$ cat src/design/trc_pkg.sv
// Shared types and constants for the temperature raw compensation block.
// Used by trc_front, trc_back and temperature_raw_compensation; no dependencies.
package trc_pkg;

    localparam int RAW_W       = 20;
    localparam int COEFF_W     = 16;
    localparam int TEMP_W      = 16;
    localparam int QUEUE_DEPTH = 2;
    localparam int QPTR_W      = (QUEUE_DEPTH > 1) ? $clog2(QUEUE_DEPTH) : 1;
    localparam int QCNT_W      = $clog2(QUEUE_DEPTH + 1);

    localparam logic [RAW_W-1:0] SKIP_CODE = 20'h80000;

    // ceil(2^22 / 10): exact truncating divide by ten for magnitudes below 2^19
    localparam logic signed [19:0] RECIP_TEN   = 20'sd419431;
    localparam int                 RECIP_SHIFT = 22;

    localparam logic signed [TEMP_W:0] TEMP_MAX = 17'sd32767;
    localparam logic signed [TEMP_W:0] TEMP_MIN = -17'sd32768;

    localparam logic [1:0] CFG_OFFSET = 2'd0;
    localparam logic [1:0] CFG_LINEAR = 2'd1;
    localparam logic [1:0] CFG_SQUARE = 2'd2;

    typedef struct packed {
        logic             skip;
        logic [RAW_W-1:0] raw;
    } trc_item_t;

    typedef struct packed {
        logic        [COEFF_W-1:0] offset;
        logic signed [COEFF_W-1:0] linear;
        logic signed [COEFF_W-1:0] square;
    } trc_coeff_t;

endpackage

$ cat src/design/trc_front.sv
// Input side: takes items, assembles the raw reading, flags bus errors and
// skip codes, and holds them in a short queue for the back end. Uses trc_pkg.
module trc_front
    import trc_pkg::*;
(
    input  logic      clk,
    input  logic      rst_n,
    input  logic      in_valid,
    output logic      in_stall,
    input  logic [7:0] raw_high,
    input  logic [7:0] raw_mid,
    input  logic [7:0] raw_low,
    input  logic      bus_error,
    output logic      q_valid,
    output trc_item_t q_item,
    input  logic      q_pop
);

    trc_item_t          item_q_reg [QUEUE_DEPTH];
    logic [QPTR_W-1:0]  wr_ptr_reg;
    logic [QPTR_W-1:0]  rd_ptr_reg;
    logic [QCNT_W-1:0]  count_reg;
    trc_item_t          new_item;
    logic               push;

    always_comb
    begin
        new_item.raw  = {raw_high, raw_mid, raw_low[7:4]};
        new_item.skip = bus_error || (new_item.raw == SKIP_CODE);
    end

    assign in_stall = (count_reg == QCNT_W'(QUEUE_DEPTH));
    assign push     = in_valid && !in_stall;
    assign q_valid  = (count_reg != '0);
    assign q_item   = item_q_reg[rd_ptr_reg];

    always_ff @(posedge clk)
    begin
        if (push)
        begin
            item_q_reg[wr_ptr_reg] <= new_item;
        end
    end

    always_ff @(posedge clk or negedge rst_n)
    begin
        if (!rst_n)
        begin
            wr_ptr_reg <= '0;
            rd_ptr_reg <= '0;
            count_reg  <= '0;
        end
        else
        begin
            if (push)
            begin
                wr_ptr_reg <= (wr_ptr_reg == QPTR_W'(QUEUE_DEPTH - 1)) ? '0 : wr_ptr_reg + 1'b1;
            end
            if (q_pop)
            begin
                rd_ptr_reg <= (rd_ptr_reg == QPTR_W'(QUEUE_DEPTH - 1)) ? '0 : rd_ptr_reg + 1'b1;
            end
            if (push && !q_pop)
            begin
                count_reg <= count_reg + 1'b1;
            end
            else if (q_pop && !push)
            begin
                count_reg <= count_reg - 1'b1;
            end
        end
    end

    a_count_bound: assert property (@(posedge clk) disable iff (!rst_n)
        count_reg <= QCNT_W'(QUEUE_DEPTH))
        else $error("queue fill count beyond depth");

    a_count_push: assert property (@(posedge clk) disable iff (!rst_n)
        (push && !q_pop) |=> count_reg == $past(count_reg) + 1'b1)
        else $error("queue count did not follow a push");

endmodule

$ cat src/design/trc_back.sv
// Compensation sequencer: one shared 22x20 multiplier works through the
// calibration, divide by ten and saturation; drives the output register. Uses trc_pkg.
module trc_back
    import trc_pkg::*;
(
    input  logic                     clk,
    input  logic                     rst_n,
    input  trc_coeff_t               coeff,
    input  logic                     q_valid,
    input  trc_item_t                q_item,
    output logic                     q_pop,
    output logic                     out_valid,
    input  logic                     out_stall,
    output logic signed [TEMP_W-1:0] temp_tenths,
    output logic                     fresh
);

    typedef enum logic [2:0] {
        S_IDLE,
        S_LIN,
        S_SQ,
        S_SQ3,
        S_FINE,
        S_MAG,
        S_DIV,
        S_DONE
    } state_t;

    state_t                    state_reg;
    logic [RAW_W-1:0]          raw_reg;
    logic signed [41:0]        prod_reg;
    logic signed [22:0]        lin_reg;
    logic signed [18:0]        hund_reg;
    logic                      neg_reg;
    logic signed [TEMP_W-1:0]  res_temp_reg;
    logic                      res_fresh_reg;
    logic                      out_valid_reg;
    logic signed [TEMP_W-1:0]  out_temp_reg;
    logic                      out_fresh_reg;
    logic signed [TEMP_W-1:0]  last_good_reg;

    logic signed [21:0]        mul_a;
    logic signed [19:0]        mul_b;
    logic signed [41:0]        prod_full;
    logic signed [17:0]        lin_a;
    logic signed [16:0]        diff;
    logic signed [21:0]        sq;
    logic signed [23:0]        fine;
    logic signed [26:0]        fine5;
    logic [18:0]               mag;
    logic [14:0]               quot;
    logic signed [TEMP_W:0]    sres;
    logic signed [TEMP_W-1:0]  sat;
    logic                      out_free;

    assign lin_a = $signed({1'b0, raw_reg[19:3]}) - $signed({1'b0, coeff.offset, 1'b0});
    assign diff  = $signed({1'b0, raw_reg[19:4]}) - $signed({1'b0, coeff.offset});
    assign sq    = prod_reg[35:14];
    assign fine  = 24'(lin_reg) + 24'(sq);
    assign fine5 = (27'(fine) <<< 2) + 27'(fine) + 27'sd128;
    assign mag   = hund_reg[18] ? 19'(-hund_reg) : 19'(hund_reg);
    assign quot  = prod_reg[RECIP_SHIFT+14:RECIP_SHIFT];
    assign sres  = neg_reg ? -$signed({2'b00, quot}) : $signed({2'b00, quot});

    always_comb
    begin
        if (sres > TEMP_MAX)
        begin
            sat = TEMP_W'(TEMP_MAX);
        end
        else if (sres < TEMP_MIN)
        begin
            sat = TEMP_W'(TEMP_MIN);
        end
        else
        begin
            sat = sres[TEMP_W-1:0];
        end
    end

    always_comb
    begin
        mul_a = '0;
        mul_b = '0;
        unique case (state_reg)
            S_LIN:
            begin
                mul_a = {{4{lin_a[17]}}, lin_a};
                mul_b = {{4{coeff.linear[15]}}, coeff.linear};
            end
            S_SQ:
            begin
                mul_a = {{5{diff[16]}}, diff};
                mul_b = {{3{diff[16]}}, diff};
            end
            S_SQ3:
            begin
                mul_a = {2'b00, prod_reg[31:12]};
                mul_b = {{4{coeff.square[15]}}, coeff.square};
            end
            S_MAG:
            begin
                mul_a = {3'b000, mag};
                mul_b = RECIP_TEN;
            end
            default:
            begin
                mul_a = '0;
                mul_b = '0;
            end
        endcase
    end

    assign prod_full = mul_a * mul_b;
    assign q_pop     = (state_reg == S_IDLE) && q_valid;
    assign out_free  = !out_valid_reg || !out_stall;

    always_ff @(posedge clk or negedge rst_n)
    begin
        if (!rst_n)
        begin
            state_reg     <= S_IDLE;
            out_valid_reg <= 1'b0;
            last_good_reg <= '0;
            raw_reg       <= '0;
            prod_reg      <= '0;
            lin_reg       <= '0;
            hund_reg      <= '0;
            neg_reg       <= 1'b0;
            res_temp_reg  <= '0;
            res_fresh_reg <= 1'b0;
            out_temp_reg  <= '0;
            out_fresh_reg <= 1'b0;
        end
        else
        begin
            prod_reg <= prod_full;
            if (out_valid_reg && !out_stall && (state_reg != S_DONE))
            begin
                out_valid_reg <= 1'b0;
            end
            unique case (state_reg)
                S_IDLE:
                begin
                    if (q_valid)
                    begin
                        raw_reg <= q_item.raw;
                        if (q_item.skip)
                        begin
                            res_temp_reg  <= last_good_reg;
                            res_fresh_reg <= 1'b0;
                            state_reg     <= S_DONE;
                        end
                        else
                        begin
                            state_reg <= S_LIN;
                        end
                    end
                end
                S_LIN:
                begin
                    state_reg <= S_SQ;
                end
                S_SQ:
                begin
                    lin_reg   <= prod_reg[33:11];
                    state_reg <= S_SQ3;
                end
                S_SQ3:
                begin
                    state_reg <= S_FINE;
                end
                S_FINE:
                begin
                    hund_reg  <= fine5[26:8];
                    state_reg <= S_MAG;
                end
                S_MAG:
                begin
                    neg_reg   <= hund_reg[18];
                    state_reg <= S_DIV;
                end
                S_DIV:
                begin
                    res_temp_reg  <= sat;
                    res_fresh_reg <= 1'b1;
                    state_reg     <= S_DONE;
                end
                S_DONE:
                begin
                    if (out_free)
                    begin
                        out_valid_reg <= 1'b1;
                        out_temp_reg  <= res_temp_reg;
                        out_fresh_reg <= res_fresh_reg;
                        if (res_fresh_reg)
                        begin
                            last_good_reg <= res_temp_reg;
                        end
                        state_reg <= S_IDLE;
                    end
                end
                default:
                begin
                    state_reg <= S_IDLE;
                end
            endcase
        end
    end

    assign out_valid   = out_valid_reg;
    assign temp_tenths = out_temp_reg;
    assign fresh       = out_fresh_reg;

    a_out_matches_last: assert property (@(posedge clk) disable iff (!rst_n)
        out_valid_reg |-> out_temp_reg == last_good_reg)
        else $error("pending result differs from last good value");

    a_last_good_update: assert property (@(posedge clk) disable iff (!rst_n)
        !$stable(last_good_reg) |-> $past(state_reg == S_DONE && res_fresh_reg))
        else $error("last good value changed outside a fresh result");

endmodule

$ cat src/design/temperature_raw_compensation.sv
// Top level of the temperature raw compensation block: configuration
// registers, front end with item queue, and compensation back end. Uses trc_pkg.
//
// Input channel: in_valid/in_stall carry raw_high, raw_mid, raw_low and bus_error.
// Output channel: out_valid/out_stall carry temp_tenths (0.1 degC, signed,
// saturated) and fresh; exactly one result item per input item, in order.
// Configuration: cfg_wr_en writes cfg_data into coefficient cfg_index
// (0 offset T1, 1 linear T2, 2 square T3); index 3 is ignored.
// A computed item steps through S_LIN, S_SQ, S_SQ3, S_FINE, S_MAG and S_DIV
// to S_DONE before out_valid, as the single shared multiplier is stepped
// through four products; a bus error or skip-code item goes from S_IDLE
// straight to S_DONE. A new item is popped only when the back end is idle.
// A two-entry queue lets the input side accept while the back end computes.
// When out_stall is high the finished result is held, the back end waits at
// its final step and the queue fills; in_stall rises once it is full.
// Reset clears the coefficients, the last good value, the queue and the
// output valid.
module temperature_raw_compensation
    import trc_pkg::*;
(
    input  logic                     clk,
    input  logic                     rst_n,
    input  logic                     in_valid,
    output logic                     in_stall,
    input  logic [7:0]               raw_high,
    input  logic [7:0]               raw_mid,
    input  logic [7:0]               raw_low,
    input  logic                     bus_error,
    output logic                     out_valid,
    input  logic                     out_stall,
    output logic signed [TEMP_W-1:0] temp_tenths,
    output logic                     fresh,
    input  logic                     cfg_wr_en,
    input  logic [1:0]               cfg_index,
    input  logic [COEFF_W-1:0]       cfg_data
);

    trc_coeff_t coeff_reg;
    trc_item_t  q_item;
    logic       q_valid;
    logic       q_pop;

    always_ff @(posedge clk or negedge rst_n)
    begin
        if (!rst_n)
        begin
            coeff_reg <= '0;
        end
        else if (cfg_wr_en)
        begin
            unique case (cfg_index)
                CFG_OFFSET: coeff_reg.offset <= cfg_data;
                CFG_LINEAR: coeff_reg.linear <= $signed(cfg_data);
                CFG_SQUARE: coeff_reg.square <= $signed(cfg_data);
                default:    coeff_reg        <= coeff_reg;
            endcase
        end
    end

    trc_front u_front (
        .clk       (clk),
        .rst_n     (rst_n),
        .in_valid  (in_valid),
        .in_stall  (in_stall),
        .raw_high  (raw_high),
        .raw_mid   (raw_mid),
        .raw_low   (raw_low),
        .bus_error (bus_error),
        .q_valid   (q_valid),
        .q_item    (q_item),
        .q_pop     (q_pop)
    );

    trc_back u_back (
        .clk         (clk),
        .rst_n       (rst_n),
        .coeff       (coeff_reg),
        .q_valid     (q_valid),
        .q_item      (q_item),
        .q_pop       (q_pop),
        .out_valid   (out_valid),
        .out_stall   (out_stall),
        .temp_tenths (temp_tenths),
        .fresh       (fresh)
    );

endmodule
$ cat config.mk
export PLATFORM = sky130hd
export DESIGN_NAME = temperature_raw_compensation
export DESIGN_NICKNAME = d
export VERILOG_FILES = /design/src/design/trc_pkg.sv /design/src/design/trc_front.sv /design/src/design/trc_back.sv /design/src/design/temperature_raw_compensation.sv
export SDC_FILE = /design/constraint.sdc
export NUM_CORES = 2
export LEC_CHECK = 0
export BUFFER_PORTS_ARGS = -buffer_cell sky130_fd_sc_hd__buf_2
export CORE_ASPECT_RATIO = 0.75
export CORE_MARGIN = 5
export CORE_UTILIZATION = 53
export DETAILED_ROUTE_END_ITERATION = 10
export GPL_ROUTABILITY_DRIVEN = 0
export GPL_TIMING_DRIVEN = 0
export HOLD_SLACK_MARGIN = 0.05
export PLACE_DENSITY = 0.8
export SLEW_MARGIN = 0
export SYNTH_ARGS = -nofsm -noshare
export SYNTH_HDL_FRONTEND = slang
export SYNTH_HIERARCHICAL = 1
export SYNTH_SLANG_ARGS = --single-unit
$ cat constraint.sdc
create_clock -name clk -period 11.59 [get_ports clk]
set_input_delay 0.5795 -clock clk [delete_from_list [all_inputs] [get_ports clk]]
set_output_delay 0.5795 -clock clk [all_outputs]
set_load 0.03 [all_outputs]
==> results.py <==
metrics = {
    "synth": {
        "synth_area_per_cell_um2": 9.33,
        "syn_inst": 2870,
        "synth_nets": 3505,
        "ys.warnings.count": 6,
        "syn_area_um2": 26800,
    },
    "setup_path": {
        "regToRegEndpoint": "u_back/prod_reg[34]",
        "slowest_stage": "buf_1",
        "cp-end-kind": "register",
        "worstPathMaxFanout": 10,
        "crit_top_cell": "fa_1",
        "rrSetupSlack_ps": 500,
        "critPathRequiredTime_ps": 11980,
        "crit_type": "reg2reg",
        "arrival_ps": 11480,
        "worstReg2RegStart": "coeff_reg[32]",
        "rr_worst_depth": 33,
        "startpoint_type": "register",
        "cpPeakStageDelay_ps": 710,
    },
    "clocking": {
        "clock_path_buffers": 3,
        "cts.reportedPaths.clkPinSlew_ps": 70,
        "cts_tree": "done",
        "hold_buffers": 0,
        "cts.sinks": 228,
        "root_buffer": "clkbuf_16",
        "cts_buffers": 21,
        "clock_latency_ps": 530,
        "cts_setup_buffers": 0,
        "h-tree-depth": 1,
        "cts_resized": 0,
    },
    "timing": {
        "tightest_slew_ps": 1510,
        "timing.slew.headroom_pct": -0.464,
        "finalSetupTns_ps": 0,
        "max_freq_mhz": 90.2,
        "slew_violations": 10,
        "fin_crit_ps": 11090,
        "finalHoldViolations": 0,
        "finalClockSkew_ps": 21.7,
        "fin_ws_ps": 503,
        "grt_setup_unrepaired": "no",
        "post-route-period-util_pct": 95.7,
        "finalSetupViolCount": 0,
    },
    "cells_and_area": {
        "drive_gt1_share_pct": 8.10,
        "area_delta_synth_final_pct": 7.08,
        "largest_reg_flops": 48,
        "final-seq-area_um2": 5890,
        "multi_input_area_um2": 18700,
        "finalNetCount": 3597,
        "fillers": 4242,
        "fin_util_pct": 57.3,
    },
    "place": {
        "place.port_buffers": 62,
        "dp_slack_ps": 985,
        "dp_hpwl_mm": 61.9,
    },
    "detailed_routing": {
        "drtAntennaViolNets": 0,
        "highest_layer": "met5",
        "vias_per_cell": 5.84,
        "met3_length_mm": 11.2,
        "drt_iter0_drc": 2641,
        "wl_met2_mm": 30.6,
        "first_pass_iters": 7,
        "vias": 21219,
        "wl_met1_mm": 31.5,
        "wl_per_cell_um": 21.0,
        "totalWireLength_mm": 76.3,
        "drc": 0,
    },
    "run": {
        "maxCapViolCount": 1,
    },
    "global_routing": {
        "grt_max_degree": 103,
        "gr-total-overflow": 0,
        "grt_pass1_vias": 21560,
        "track_usage_pct": 27.9,
        "antenna_found_initial": 2,
        "grt_first_pass_wirelength_mm": 121,
    },
    "floorplanning": {
        "coreArea_um2": 50100,
        "ios": 67,
        "floorplan.initialDensity_pct": 53.5,
        "die_area_um2": 55200,
        "dieHeight_um": 205,
        "fp-row-count": 71,
        "die_w_um": 270,
    },
    "status": {
        "status": "finished with violations",
        "failed_checks": "capacitance limit, slew limit",
    },
    "hold_path": {
        "min_path_type": "in2async",
    },
}
-- stage by stage --
step | std cells | area [µm²] | hold slack, ps
2_1_floorplan | 2870 | 26800 | 284
3_3_place_gp | 3589 | 27900 | 419
3_5_place_dp | 3595 | 28000 | 428
4_1_cts | 3633 | 28700 | 136
5_1_grt | 3635 | 28700 | 183
6_report | 3636 | 28700 | 111
-- per-layer routing --
metal	vias up	GRT usage, %
li1	9274	-
met1	10356	40.9
met2	1332	40.0
met5	-	1.23
met3	255	9.15
met4	2	7.76
-- area by class of cell --
class,count,area share (%)
Multi-Input combinational cell,2052,65.1
Sequential cell,228,20.5
Inverter,487,6.37
Tap cell,657,2.87
Clock buffer,28,1.92
Buffer,103,1.45
Timing Repair Buffer,69,1.40
Clock inverter,10,0.318
Antenna cell,2,0.0174
-- worst max-delay path by stage --
stage | from | end | slack, ps
2_1_floorplan | coeff_reg[32] | u_back/prod_reg[36] | 3220
3_3_place_gp | coeff_reg[33] | u_back/prod_reg[34] | 660
3_5_place_dp | coeff_reg[32] | u_back/prod_reg[34] | 980
4_1_cts | coeff_reg[32] | u_back/prod_reg[34] | 860
5_1_grt | u_back/raw_reg[4] | u_back/prod_reg[34] | 220
6_report | coeff_reg[32] | u_back/prod_reg[34] | 500
-- critical path: cells and delay by family (launching register included) --
kind / cells / cell delay, ps
compound gates: 9 / 2800
xor+xnor: 2 / 850
fa+ha+maj: 10 / 4600
buf+inv: 6 / 1620
flops: 1 / 400
simple gates: 6 / 700
-- cell usage in the layout, fill, tap and decap left out, drive strengths merged, types with 20 or more instances in the layout --
cell type / instances
inv: 488
nand2: 427
fa: 399
nor2: 274
dfrtp: 192
ha: 188
clkbuf: 121
mux2: 98
a21oi: 95
o21ai: 95
buf: 79
xnor2: 67
xor2: 47
edfxtp: 36
nor3: 31
a21o: 30
and2: 29
nand2b: 23
nor2b: 20
Power is left out: the tool's default activity adds up to more than one toggle a clock period on the data nets, which glitch-free logic cannot reach.
